===== src/rtl/simple_regex_line_matcher_defines.svh =====
// ----------------------------------------------------------------------------
// Assertion macros for the regex line matcher
// Shared property wrappers, clocked on clk with asynchronous reset arst_n.
// ----------------------------------------------------------------------------
`ifndef SIMPLE_REGEX_LINE_MATCHER_DEFINES_SVH
`define SIMPLE_REGEX_LINE_MATCHER_DEFINES_SVH

// Consequent must hold in the same cycle as the antecedent.
`define SRLM_ASSERT_SAME(label, ante, cons) \
	label: assert property (@(posedge clk) disable iff (!arst_n) (ante) |-> (cons)) \
		else $error("srlm assertion failed in the same cycle");

// Consequent must hold in the cycle after the antecedent.
`define SRLM_ASSERT_NEXT(label, ante, cons) \
	label: assert property (@(posedge clk) disable iff (!arst_n) (ante) |=> (cons)) \
		else $error("srlm assertion failed one cycle later");

`endif


===== src/rtl/srlm_pkg.sv =====
// ----------------------------------------------------------------------------
// srlm_pkg
// Types and constants shared by the regex line matcher and its cells.
// ----------------------------------------------------------------------------
`timescale 1ns / 1ps
`default_nettype none

package srlm_pkg;

	localparam int CHAR_W    = 8;
	localparam int REG_IDX_W = 3;
	localparam int CFG_W     = 64;
	localparam int TCOUNT_W  = 4;

	localparam logic [REG_IDX_W-1:0] REG_PATTERN_CHARS = 3'd0;
	localparam logic [REG_IDX_W-1:0] REG_WILDCARD_MASK = 3'd1;
	localparam logic [REG_IDX_W-1:0] REG_STAR_MASK     = 3'd2;
	localparam logic [REG_IDX_W-1:0] REG_TOKEN_COUNT   = 3'd3;
	localparam logic [REG_IDX_W-1:0] REG_ANCHOR_START  = 3'd4;
	localparam logic [REG_IDX_W-1:0] REG_ANCHOR_END    = 3'd5;

	// Static setup of one token cell.
	typedef struct packed {
		logic [CHAR_W-1:0] chr;
		logic              wild;
		logic              star;
		logic              en;
	} srlm_cell_cfg_t;

	// What one cell hands on to its neighbour and to the top level.
	typedef struct packed {
		logic active;
		logic v;
		logic carry;
		logic advance;
	} srlm_cell_out_t;

endpackage

`default_nettype wire


===== src/rtl/srlm_cell.sv =====
// ----------------------------------------------------------------------------
// srlm_cell
// One token position of the NFA: holds its activity bit, extends the star
// closure to its neighbour and passes a successful literal match onwards.
// ----------------------------------------------------------------------------
`timescale 1ns / 1ps
`default_nettype none

module srlm_cell
	import srlm_pkg::*;
(
	input  wire logic              clk,
	input  wire logic              arst_n,
	input  wire srlm_cell_cfg_t    cfg,
	input  wire logic [CHAR_W-1:0] text_char,
	input  wire logic              step,
	input  wire logic              clear,
	input  wire logic              carry_in,
	input  wire logic              advance_in,
	output srlm_cell_out_t         cell_out
);

	logic active_q;
	logic v;
	logic hit;
	logic matched;

	assign v       = active_q | carry_in;
	assign hit     = cfg.wild | (cfg.chr == text_char);
	assign matched = v & hit & cfg.en;

	assign cell_out.active  = active_q;
	assign cell_out.v       = v;
	assign cell_out.carry   = v & cfg.star & cfg.en;
	assign cell_out.advance = matched & ~cfg.star;

	always_ff @(posedge clk or negedge arst_n) begin
		if (!arst_n) begin
			active_q <= 1'b0;
		end else if (clear) begin
			active_q <= 1'b0;
		end else if (step) begin
			// A starred token stays put on a match; a plain one moves on.
			active_q <= (matched & cfg.star) | advance_in;
		end
	end

endmodule

`default_nettype wire


===== src/rtl/simple_regex_line_matcher.sv =====
// ----------------------------------------------------------------------------
// simple_regex_line_matcher
// Streams the characters of a line and reports at each end of line whether
// the line contains a match for a small configured regular expression.
// ----------------------------------------------------------------------------
//  Channel  Signals                               Direction  Beat
//  cfg      cfg_valid cfg_ready cfg_index cfg_data in        one register write
//  in       in_valid in_ready text_char end_of_line in       one character or end
//  out      out_valid out_ready line_matched      out        one line result
//
// A new beat is accepted each cycle while in_ready is high.
// The active set lives in a row of token cells that all update together, so
// the star closure ripples combinationally through the whole row.
// A line result appears in the cycle after its end-of-line beat.
// in_ready falls only while a result is held and out_ready is low.
// Reset clears configuration to zero and starts a new line; cfg_ready is
// always high.
// ----------------------------------------------------------------------------
`timescale 1ns / 1ps
`default_nettype none
`include "simple_regex_line_matcher_defines.svh"

module simple_regex_line_matcher
	import srlm_pkg::*;
#(
	parameter int MAX_TOKENS = 8
) (
	input  wire logic                 clk,
	input  wire logic                 arst_n,
	input  wire logic                 cfg_valid,
	output      logic                 cfg_ready,
	input  wire logic [REG_IDX_W-1:0] cfg_index,
	input  wire logic [CFG_W-1:0]     cfg_data,
	input  wire logic                 in_valid,
	output      logic                 in_ready,
	input  wire logic [CHAR_W-1:0]    text_char,
	input  wire logic                 end_of_line,
	output      logic                 out_valid,
	input  wire logic                 out_ready,
	output      logic                 line_matched
);

	localparam int NW = $clog2(MAX_TOKENS + 1);

	logic [CHAR_W*8-1:0]  pattern_q;
	logic [7:0]           wildcard_q;
	logic [7:0]           star_q;
	logic [TCOUNT_W-1:0]  token_count_q;
	logic                 anchor_start_q;
	logic                 anchor_end_q;

	logic                 line_start_q;
	logic                 found_q;
	logic                 act_last_q;
	logic                 out_valid_q;
	logic                 line_matched_q;

	logic [NW-1:0]        n_use;
	logic                 seed;
	logic                 in_beat;
	logic                 step;
	logic                 clear;
	logic [MAX_TOKENS:0]  v_full;
	logic [MAX_TOKENS:0]  act_full;
	logic                 accept_now;

	srlm_cell_cfg_t       cell_cfg [MAX_TOKENS];
	srlm_cell_out_t       cell_out [MAX_TOKENS];

	assign cfg_ready = 1'b1;

	always_ff @(posedge clk or negedge arst_n) begin
		if (!arst_n) begin
			pattern_q      <= '0;
			wildcard_q     <= '0;
			star_q         <= '0;
			token_count_q  <= '0;
			anchor_start_q <= 1'b0;
			anchor_end_q   <= 1'b0;
		end else if (cfg_valid && cfg_ready) begin
			unique case (cfg_index)
				REG_PATTERN_CHARS: pattern_q      <= cfg_data;
				REG_WILDCARD_MASK: wildcard_q     <= cfg_data[7:0];
				REG_STAR_MASK:     star_q         <= cfg_data[7:0];
				REG_TOKEN_COUNT:   token_count_q  <= cfg_data[TCOUNT_W-1:0];
				REG_ANCHOR_START:  anchor_start_q <= cfg_data[0];
				REG_ANCHOR_END:    anchor_end_q   <= cfg_data[0];
				default: ;
			endcase
		end
	end

	// Counts above the cell row are treated as the full row.
	assign n_use = (token_count_q > TCOUNT_W'(MAX_TOKENS)) ? NW'(MAX_TOKENS)
	                                                       : NW'(token_count_q);

	assign in_ready = ~out_valid_q | out_ready;
	assign in_beat  = in_valid & in_ready;
	assign step     = in_beat & ~end_of_line;
	assign clear    = in_beat & end_of_line;
	assign seed     = ~anchor_start_q | line_start_q;

	for (genvar p = 0; p < MAX_TOKENS; p++) begin : g_cell
		logic carry_in;
		logic advance_in;

		assign cell_cfg[p].chr  = pattern_q[CHAR_W*p +: CHAR_W];
		assign cell_cfg[p].wild = wildcard_q[p];
		assign cell_cfg[p].star = star_q[p];
		assign cell_cfg[p].en   = (NW'(p) < n_use);

		if (p == 0) begin : g_head
			assign carry_in   = seed;
			assign advance_in = 1'b0;
		end else begin : g_link
			assign carry_in   = cell_out[p-1].carry;
			assign advance_in = cell_out[p-1].advance;
		end

		srlm_cell u_cell (
			.clk        (clk),
			.arst_n     (arst_n),
			.cfg        (cell_cfg[p]),
			.text_char  (text_char),
			.step       (step),
			.clear      (clear),
			.carry_in   (carry_in),
			.advance_in (advance_in),
			.cell_out   (cell_out[p])
		);

		assign v_full[p]   = cell_out[p].v;
		assign act_full[p] = cell_out[p].active;
	end

	assign v_full[MAX_TOKENS]   = act_last_q | cell_out[MAX_TOKENS-1].carry;
	assign act_full[MAX_TOKENS] = act_last_q;
	assign accept_now           = v_full[n_use];

	always_ff @(posedge clk or negedge arst_n) begin
		if (!arst_n) begin
			line_start_q <= 1'b1;
			found_q      <= 1'b0;
			act_last_q   <= 1'b0;
		end else if (clear) begin
			line_start_q <= 1'b1;
			found_q      <= 1'b0;
			act_last_q   <= 1'b0;
		end else if (step) begin
			line_start_q <= 1'b0;
			// With an end anchor a match only counts when the line ends.
			found_q      <= found_q | (~anchor_end_q & accept_now);
			act_last_q   <= cell_out[MAX_TOKENS-1].advance;
		end
	end

	always_ff @(posedge clk or negedge arst_n) begin
		if (!arst_n) begin
			out_valid_q <= 1'b0;
		end else if (clear) begin
			out_valid_q <= 1'b1;
		end else if (out_ready) begin
			out_valid_q <= 1'b0;
		end
	end

	always_ff @(posedge clk) begin
		if (clear) begin
			line_matched_q <= found_q | accept_now;
		end
	end

	assign out_valid    = out_valid_q;
	assign line_matched = line_matched_q;

	`SRLM_ASSERT_NEXT(a_eol_gives_result, clear, out_valid_q && line_start_q)
	`SRLM_ASSERT_NEXT(a_eol_clears_state, clear, (act_full == '0) && !found_q)
	`SRLM_ASSERT_NEXT(a_char_leaves_start, step, !line_start_q)
	`SRLM_ASSERT_SAME(a_stall_only_on_full_out, !in_ready, out_valid_q && !out_ready)

endmodule

`default_nettype wire

===== config.mk =====
export PLATFORM = sky130hd
export DESIGN_NAME = simple_regex_line_matcher
export DESIGN_NICKNAME = d
export VERILOG_FILES = /design/src/rtl/srlm_pkg.sv /design/src/rtl/srlm_cell.sv /design/src/rtl/simple_regex_line_matcher.sv
export VERILOG_INCLUDE_DIRS = /design/src /design/src/rtl
export SDC_FILE = /design/constraint.sdc
export NUM_CORES = 1
export LEC_CHECK = 0
export BUFFER_PORTS_ARGS = -buffer_cell sky130_fd_sc_hd__buf_4
export CAP_MARGIN = 10
export CORE_ASPECT_RATIO = 2
export CORE_MARGIN = 1.5
export CORE_UTILIZATION = 53
export DETAILED_ROUTE_END_ITERATION = 8
export HOLD_SLACK_MARGIN = 0.08
export PLACE_DENSITY = 0.76
export SLEW_MARGIN = 20
export SYNTH_ARGS = -nofsm -noshare
export SYNTH_HDL_FRONTEND = slang
export SYNTH_HIERARCHICAL = 1
export SYNTH_SLANG_ARGS = --single-unit

===== constraint.sdc =====
create_clock -name clk -period 7.7 [get_ports clk]
set_input_delay 0.77 -clock clk [delete_from_list [all_inputs] [get_ports clk]]
set_output_delay 0.77 -clock clk [all_outputs]
set_load 0.01 [all_outputs]

==> metrics.md, run 1 <==
| Metric | Value |
|---|---|
| Status | `finished clean` |
| Mean Syn Cell Area | `~13 um2` |
| Die Height | `approximately 140 um` |
| Antenna violations before repair | `0` |
| P_int | `around 1.1 mW` |
| Drt via density | `around 5.7` |
| Die width | `approximately 73 um` |
| Routed len/inst | `around 19 um` |
| Post_cts resized | `0` |
| Flop-to-flop setup slack | `1.98 ns` |
| Rows | `50` |
| Cts-stage hold buffer count | `0` |
| Reg2reg end | `line_matched` |
| RSZ-0062 raised after global routing | `false` |
| Placed insts | `slightly below 600` |
| Latest clock arrival within the worst-skew pair | `0.34 ns` |
| Antenna Cells | `0` |
| Ports | `85` |
| Worst Reg-to-Reg Cells | `20` |
| Switching Share | `26.7%` |
| Mapped Cells | `about 400` |
| CTS max path bufs | `2` |
| Clk slew on worst S/H paths | `0.06 ns` |
| Root Buffer | `clkbuf_16` |
| Initial Utilization | `54.9%` |
| Die Area | `a little over 0.01 mm2` |
| FF-to-FF Start | `token_count_q[1]` |
| Max-slew headroom | `between 30% and 40%` |
| CP endpoint kind | `register` |
| Clock sinks | `between 90 and 100` |
| Final setup vio count | `0` |
| HP Class | `input port to asynchronous set/reset pin` |
| Postcts setup bufs | `0` |
| CTS tree | `built` |
| Htree depth | `3` |
| Fin. max-slew vios | `0` |
| Tot GR Track Use | `23.2%` |
| Total number of vias | `between 3000 and 4000` |
| NetSw | `just over 0.4 mW` |
| Max-cap violation count | `0` |
| DRC errors left | `0` |
| Total core area | `0.00938 mm2` |
| Worst Path Max Fanout | `8` |
| Vias in the first global route | `between 3000 and 4000` |
| Port bufs | `just over 80` |
| Final net count | `between 500 and 600` |
| Max Used Layer | `met4` |
| TritonCTS Buffers | `9` |
| Seq pwr share | `roughly 46%` |
| First-pass GRT wire length | `around 18000 um` |
| Routed wl met3 | `between 300 and 400 um` |
| Leak Pwr | `~2.7 nW` |
| Slew @ Worst Pin | `between 1 and 1.5 ns` |
| Crit path DAT | `5.81 ns` |
| Power per cell area | `approximately 250 mW/mm2` |
| Largest net degree at the start of global routing | `65` |
| Metal2 WL | `6290 um` |
| Post-DP HPWL | `between 8000 and 9000 um` |
| Max VDD drop | `0.000170 V` |
| Routed Antenna Nets | `0` |
| GR Overflow Total | `0` |
| Sum Neg Setup Slack | `0 ns` |
| Max Fclk | `~170 MHz` |
| Fin crit share | `74.2%` |
| Synth Warn # | `6` |
| Final hold viol count | `0` |
| Synthesized Nets | `approximately 500` |
| Period minus WS final | `about 5.7 ns` |
| Layout area overhead | `18.8%` |
| Fin cells | `between 500 and 600` |
| Crit start category | `register` |
| Clock Power Share | `33.0%` |
| Detailed Route Iter0 Violations | `roughly 150` |
| Mapped Area | `around 0.0052 mm2` |
| Ratio of cells with drive above 1 in the final layout | `around 46%` |
| Drt pass-1 iters | `4` |
| Critical path required time | `between 7 and 8 ns` |
| Kind of critical path | `register to register` |
| Clock Skew | `~0.0048 ns` |
| Gpl congestion | `approximately 0.82` |
| Most common cell after layout, fill and taps aside | `dfrtp_1` |
| Commonest non-fill, non-tap cells in the layout | `dfrtp_1 (97), mux2_2 (87), buf_4 (86), xor2_1 (64), nand2_1 (26)` |
| WL met1 | `a little over 4000 um` |
| Final wirelength | `~11000 um` |
| Comb power frac | `about a fifth` |
[registers in the layout (all words and copies together), names as in the netlist]
signal,cells
g_cell.u_cell/active_q,8
star_q,8
line_start_q,1
wildcard_q,8
line_matched,1
pattern_q,64
token_count_q,4
anchor_start_q,1
found_q,1
anchor_end_q,1
out_valid,1
act_last_q,1
[power by group through the flow]
stage,Combinational (mW),Sequential [mW],Clock [mW]
finish,0.331,0.708,0.511
global route,0.365,0.724,0.538
CTS,0.335,0.710,0.520
detailed placement,0.332,0.719,0
global placement,0.320,0.711,0
floorplan,0.255,0.693,0
[worst max-delay path, stage by stage, from the launching register on]
cell	delay, ns
dfrtp_1	0.46
or3_1	0.46
or2_2	0.31
and3_1	0.19
or2_2	0.32
and3_1	0.20
or2_2	0.31
and3_1	0.20
or2_2	0.31
and3_1	0.20
or2_2	0.31
and3_1	0.20
or2_2	0.32
and3_1	0.21
or2_2	0.32
and3_1	0.20
or2_2	0.32
mux2i_1	0.15
and4b_1	0.22
a311oi_1	0.07
a21o_2	0.23
[metrics by stage]
step	cell area, um2	util [%]	power, mW	worst slack [ns]	hold WS [ns]
floorplan	5150	-	0.948	2.24	0.436
finish	6120	65.2	1.55	1.98	0.426
CTS	6120	65.2	1.56	2.00	0.455
global placement	5770	61.5	1.03	2.14	0.448
global route	6120	65.2	1.63	1.69	0.483
detailed placement	5780	61.6	1.05	2.04	0.460
[per-layer routing]
layer	vias up	global-route usage (%)
li1	1581	-
met1	1714	26.2
met2	72	41.8
met3	21	3.54
met4	0	10.5
met5	-	0
[layout make-up]
type,instances,area (um2)
clock inverter,5,100
sequential,99,2480
clock buffer,11,243
timing repair buffer,86,646
tap,104,130
multi-input combinational,289,2510
inverter,2,7.51
fill,762,3260
[how the worst max path moves through the flow]
stage / start / end / slack [ns] / cells past startpoint
after global routing: token_count_q[1] / line_matched / 1.69 / 20
after detailed placement: token_count_q[1] / line_matched / 2.04 / 20
after floorplan: token_count_q[1] / line_matched / 2.24 / 21
after global placement: token_count_q[1] / line_matched / 2.14 / 20
final: token_count_q[1] / line_matched / 1.98 / 20
after CTS: token_count_q[1] / line_matched / 2.00 / 20
Power figures use the tool's default switching activity.
==> run 2: changes to the inputs <==
Settings changed: CORE_UTILIZATION 53 to 51.
Clock period 7.7 ns to 4.8 ns, I/O delays scaled along.
==> run 2 against run 1 <==
Effect of this change: clock skew is 0.0029 ns higher; sequential power is 58% higher; utilization is 1.4 points lower; sequential share of layout area is 0.72 points lower; flip-flop and latch count stayed put; power is 58% higher; final area is 1.8% higher; critical path depth stayed put; fmax is 22% higher; die area is 3.8% higher; worst setup slack worse by 1.9 ns; highest routed layer unchanged.
==> metrics.md, run 2 (synthesis results as in run 1) <==
| Metric | Value |
|---|---|
| Status | `finished clean` |
| Die width | `74.1 um (+1.9%)` |
| RSZ-0062 raised after global routing | `true` |
| Layout area overhead | `20.9%` |
| Final setup vio count | `0 (unchanged)` |
| Slew @ Worst Pin | `1.01 ns (-0.0295 ns)` |
| Max VDD drop | `0.000299 V (+76%)` |
| Multi-input gate area | `0.00258 mm2 (+2.6%)` |
| Root Buffer | `clkbuf_16` |
| Number of flip-flops in the largest register | `64 (unchanged)` |
| Sequential cell area | `0.00248 mm2 (unchanged)` |
| Commonest non-fill, non-tap cells in the layout | `dfrtp_1 (97), buf_4 (92), mux2_2 (87), xor2_1 (64), nand2_1 (26)` |
| Largest net degree at the start of global routing | `65 (unchanged)` |
| Antenna Cells | `0 (unchanged)` |
| Final net count | `574 (+1.1%)` |
| CTS max path bufs | `2 (unchanged)` |
| Tot GR Track Use | `22.2% (-0.97 points)` |
| DRC errors left | `0 (unchanged)` |
| Period minus WS final | `4.70 ns (-1.02 ns)` |
| CTS tree | `built` |
| HP Class | `input port to asynchronous set/reset pin` |
| Routed Antenna Nets | `0 (unchanged)` |
| Worst Path Max Fanout | `3 (-5)` |
| First-pass GRT wire length | `17800 um (-1.5%)` |
| Latest clock arrival within the worst-skew pair | `0.35 ns (about the same)` |
| Clk slew on worst S/H paths | `0.07 ns (about the same)` |
| Gpl congestion | `0.810 (-1.8%)` |
| Htree depth | `3 (unchanged)` |
| Antenna violations before repair | `0 (unchanged)` |
| Routed len/inst | `17.4 um (-6.6%)` |
| Critical path required time | `4.90 ns (-2.90 ns)` |
| Post-DP HPWL | `8230 um (-0.41%)` |
| Biggest register | `pattern_q` |
| TritonCTS Buffers | `9 (unchanged)` |
| Finished Core Util | `63.8% (-1.4 points)` |
| Max-slew headroom | `32.6% (+2.0 points)` |
| Drt pass-1 iters | `7 (+3)` |
| CP endpoint kind | `register` |
| Dpl ws | `0.0659 ns (-1.98 ns)` |
| Clock sinks | `99 (unchanged)` |
| Most common cell after layout, fill and taps aside | `dfrtp_1` |
| Total core area | `0.00976 mm2 (+4.0%)` |
| Port bufs | `83 (unchanged)` |
| # fillers | `782 (+2.6%)` |
| Leak Pwr | `2.72 nW (-0.43%)` |
| Die Area | `0.0108 mm2 (+3.8%)` |
| Initial Utilization | `52.8% (-2.1 points)` |
| Max Fclk | `213 MHz (+22%)` |
| Fin cells | `630 (+5.7%)` |
| Total number of vias | `3420 (+0.94%)` |
| Placed insts | `614 (+5.9%)` |
| Drt via density | `5.43 (-4.5%)` |
| Final WS setup | `0.105 ns (-1.88 ns)` |
| Placed inst area | `0.00592 mm2 (+2.4%)` |
| Crit path DAT | `4.80 ns (-1.01 ns)` |
| Final Instance Area | `0.00623 mm2 (+1.8%)` |
| Ratio of cells with drive above 1 in the final layout | `48.6% (+2.5 points)` |
| Rows | `51 (+2.0%)` |
| Clock Skew | `0.00771 ns (+0.00286 ns)` |
| GR Overflow Total | `0 (unchanged)` |
| Fin crit share | `97.8% (+24 points)` |
| Ports | `85 (unchanged)` |
| Kind of critical path | `register to register` |
| Max-cap violation count | `0 (unchanged)` |
| Sum Neg Setup Slack | `0 ns (unchanged)` |
| Min Hold Slack | `0.201 ns (-0.225 ns)` |
| Vias in the first global route | `3662 (+1.5%)` |
| Power per cell area | `392 mW/mm2 (+55%)` |
| Final hold viol count | `0 (unchanged)` |
| Crit start category | `register` |
| Postcts setup bufs | `0 (unchanged)` |
| Die Height | `145 um (+1.9%)` |
| Detailed Route Iter0 Violations | `73 (-52%)` |
| Fin. max-slew vios | `0 (unchanged)` |
| Pwr Total | `2.44 mW (+58%)` |
| Final wirelength | `11000 um (-1.3%)` |
run 2: cell count changes in the layout (fill, tap and decap cells not counted), moves of 2 or more:
| cell | delta |
|---|---|
| and3_1 | -7 |
| and3_4 | +7 |
| buf_4 | +6 |
| bufinv_16 | -2 |
| clkbuf_1 | +2 |
| clkbuf_8 | +2 |
| clkinv_2 | -2 |
| or2_2 | -8 |
| or2_4 | +8 |
run 2: timing repair:
item | 4_1_cts | 5_1_grt
endpoints found under the setup margin | 0 | 1
hold buffers | 0 | 0
resized for setup | 0 | 2
run 2: cell type report:
| cell class | instances | area share, % |
|---|---|---|
| well taps | 132 | 2.65 |
| clock inverters | 1 | 0.482 |
| flip-flops and latches | 99 | 39.8 |
| repair buffers | 92 | 11.1 |
| inverters | 2 | 0.120 |
| multi-input cells | 289 | 41.4 |
| clock buffers | 15 | 4.46 |
run 2: final timing paths:
path | start | endpoint | slack, ns | cells after the start
setup / recovery | token_count_q[3] | line_matched | 0.10 | 20
setup reg to reg | token_count_q[3] | line_matched | 0.10 | 20
hold / removal | arst_n | pattern_q[42] | 0.20 | 1
min in group clk | in_valid | out_valid | 0.35 | 3
max in group asynchronous | arst_n | pattern_q[3] | 3.58 | 2
hold reg to reg | line_start_q | line_start_q | 0.46 | 2
run 2: where the power goes:
group,switching [mW],internal [mW]
Sequential,0.114,1.01
Clock,0.290,0.447
Combinational,0.260,0.321
run 2: metal layers:
layer	routed length [um]	track usage, %
met5	0	0
met4	260	11.0
met3	309	2.29
met2	6380	39.7
met1	4020	24.9
run 2: critical path, stage by stage (launching register included):
cell and delay, ns:
dfrtp_1 0.38, or3_4 0.39, or2_4 0.26, and3_4 0.17
or2_4 0.23, and3_4 0.17, or2_4 0.23, and3_4 0.17
or2_4 0.24, and3_4 0.17, or2_4 0.23, and3_4 0.18
or2_4 0.23, and3_4 0.18, or2_4 0.23, and3_4 0.17
or2_4 0.23, mux2i_1 0.12, and4b_1 0.22, a311oi_2 0.05
a21o_2 0.20
==> run 3: changes to the inputs <==
Settings changed: CORE_UTILIZATION 51 to 50, PLACE_DENSITY 0.76 to 0.75.
==> run 3 against run 2 <==
Effect of this change: final area grew 0.18%; utilization shrank 1.9 points; fmax shrank 1.3%; sequential power is essentially flat; flip-flop and latch count is the same; global-route usage shrank 0.60 points; clock power shrank 3.3%; largest power group unchanged.
==> metrics.md, run 3 (synthesis results as in run 1) <==
| Metric | Value |
|---|---|
| Status | `finished clean` |
| Total number of vias | `3345 (-2.2%)` |
| Detailed Route Iter0 Violations | `108 (+48%)` |
| RSZ-0062 raised after global routing | `true` |
| Port bufs | `83 (unchanged)` |
| Cts-stage hold buffer count | `0 (unchanged)` |
| Layout area overhead | `21.1%` |
| First-pass GRT wire length | `17700 um (-1.0%)` |
| Worst path slowest cell | `or3_4` |
| Kind of critical path | `register to register` |
| TritonCTS Buffers | `9 (unchanged)` |
| Max-slew headroom | `30.7% (-1.9 points)` |
| Commonest non-fill, non-tap cells in the layout | `dfrtp_1 (97), buf_4 (94), mux2_2 (87), xor2_1 (64), nand2_1 (26)` |
| Comb power frac | `24.0% (+0.2 points)` |
| Largest net degree at the start of global routing | `65 (unchanged)` |
| Die Area | `0.0110 mm2 (+1.9%)` |
| Antenna Cells | `0 (unchanged)` |
| GR Overflow Total | `0 (unchanged)` |
| P_int | `1.75 mW (-1.7%)` |
| Root Buffer | `clkbuf_16` |
| Buf/Inv on CP | `0 (unchanged)` |
| CTS max path bufs | `2 (unchanged)` |
| Flop-to-flop setup slack | `0.04 ns (-0.06 ns)` |
| FF-to-FF Start | `token_count_q[3]` |
| Critical path depth in cells | `20 (unchanged)` |
| Rows | `52 (+2.0%)` |
| CP endpoint kind | `register` |
| Crit start category | `register` |
| DRC errors left | `0 (unchanged)` |
| Switching Share | `27.6% (+0.46 points)` |
| Antenna violations before repair | `0 (unchanged)` |
| CTS tree | `built` |
| Sum Neg Setup Slack | `0 ns (unchanged)` |
| Placed insts | `617 (+0.49%)` |
| Gpl congestion | `0.792 (-2.2%)` |
| NetSw | `0.668 mW (+0.59%)` |
| Crit path DAT | `4.84 ns (+0.04 ns)` |
| Slew @ Worst Pin | `1.04 ns (+0.0283 ns)` |
| Max-cap violation count | `0 (unchanged)` |
| Ratio of cells with drive above 1 in the final layout | `48.8% (+0.21 points)` |
| Clk slew on worst S/H paths | `0.06 ns (about the same)` |
| Final setup vio count | `0 (unchanged)` |
| Vias in the first global route | `3499 (-4.5%)` |
| Final hold viol count | `0 (unchanged)` |
| Pwr Total | `2.42 mW (-1.1%)` |
| Htree depth | `3 (unchanged)` |
| Cell Chain, Critical Path | `or3_4 -> or2_4 -> and3_4 -> or2_4 -> and3_4 -> or2_4 -> and3_4 -> or2_4 -> and3_4 -> or2_4 -> and3_4 -> or2_4 -> and3_4 -> or2_4 -> and3_4 -> or2_4 -> mux2i_4 -> and4b_1 -> a311oi_2 -> a21o_2` |
| Critical path required time | `4.89 ns (about the same)` |
| Latest clock arrival within the worst-skew pair | `0.33 ns (-0.02 ns)` |
| Placed inst area | `0.00592 mm2 (about the same)` |
| Finished Core Util | `61.9% (-1.9 points)` |
| Tot GR Track Use | `21.6% (-0.60 points)` |
| Clock Skew | `0.00369 ns (-0.00402 ns)` |
| Crit-path most repeated cell | `or2_4` |
| Total core area | `0.0101 mm2 (+3.3%)` |
| Fin cells | `635 (+0.79%)` |
| Post-DP HPWL | `8280 um (+0.57%)` |
| Seq pwr share | `46.5% (+0.5 points)` |
| Drt via density | `5.27 (-3.0%)` |
| Max VDD drop | `0.000295 V (-1.5%)` |
| CP top delay family | `simple AND/OR/NAND/NOR gates` |
| Ports | `85 (unchanged)` |
| Drt pass-1 iters | `4 (-3)` |
| Slowest stage delay, CP | `0.39 ns (about the same)` |
| Clock sinks | `99 (unchanged)` |
| Reg2reg end | `line_matched` |
| Final wirelength | `10900 um (-0.68%)` |
| Die width | `74.8 um (+0.95%)` |
| Die Height | `147 um (+0.97%)` |
| Fin crit share | `99.1% (+1.3 points)` |
| Most common cell after layout, fill and taps aside | `dfrtp_1` |
| Worst Path Max Fanout | `3 (unchanged)` |
| Clock Power Share | `29.6% (-0.6 points)` |
| Final net count | `576 (+0.35%)` |
| Routed Antenna Nets | `0 (unchanged)` |
| # fillers | `811 (+3.7%)` |
| Number of flip-flops in the largest register | `64 (unchanged)` |
| Leak Pwr | `2.72 nW (-0.12%)` |
| Initial Utilization | `51.1% (-1.7 points)` |
| Period minus WS final | `4.76 ns (+0.0616 ns)` |
| Final Instance Area | `0.00624 mm2 (+0.18%)` |
| Worst Reg-to-Reg Cells | `20 (unchanged)` |
| Power per cell area | `387 mW/mm2 (-1.2%)` |
| HP Class | `input port to asynchronous set/reset pin` |
| Routed len/inst | `17.2 um (-1.5%)` |
| Biggest register | `pattern_q` |
| Max Fclk | `210 MHz (-1.3%)` |
| Fin. max-slew vios | `0 (unchanged)` |
[run 3: changes by cell type in the layout (fill, tap and decap cells not counted), sizes merged]
cell	delta
buf	+2
clkinv	+1
clkbuf	-3
clkinvlp	+2
[run 3: what timing repair did]
item	CTS	global route
gates cloned	0	0
setup buffers	0	2
resized for setup	1	1
setup endpoints to repair	1	2
pin swaps	1	2
[run 3: worst max-delay path by stage]
stage                                 from           end
after floorplan           token_count_q[3]  line_matched
after global routing      token_count_q[3]  line_matched
after CTS                 token_count_q[3]  line_matched
after detailed placement  token_count_q[3]  line_matched
final                     token_count_q[3]  line_matched
after global placement    token_count_q[3]  line_matched
[run 3: routing by layer]
layer | global-route usage (%) | share of wire (%) | up-vias
li1 | - | - | 1596
met1 | 25.2 | 38 | 1679
met2 | 39.0 | 58 | 58
met3 | 3.04 | 2.5 | 12
met4 | 7.55 | 1.6 | 0
met5 | 0 | 0 | -
[run 3: final cells by class]
cell class              instances  area (um2)  area share, %
well taps                     135         169           2.70
repair buffers                 94         706           11.3
clock inverters                 4        50.0          0.801
clock buffers                  12         246           3.95
inverters                       2        7.51          0.120
flip-flops and latches         99        2480           39.8
multi-input cells             289        2580           41.4
[run 3: metrics by stage]
stage	hold WS, ns	worst slack [ns]
6_report	0.142	0.0434
4_1_cts	0.157	-0.0234
5_1_grt	0.179	-0.0512
2_1_floorplan	0.184	0.0149
3_3_place_gp	0.451	0.141
3_5_place_dp	0.450	-0.0210
[run 3: power by group through the flow]
stage / registers (mW) / clock network (mW) / logic, mW
final: 1.12 / 0.714 / 0.579
after global routing: 1.15 / 0.765 / 0.631
after CTS: 1.13 / 0.729 / 0.585
after detailed placement: 1.14 / 0 / 0.583
after global placement: 1.13 / 0 / 0.561
after floorplan: 1.11 / 0 / 0.429
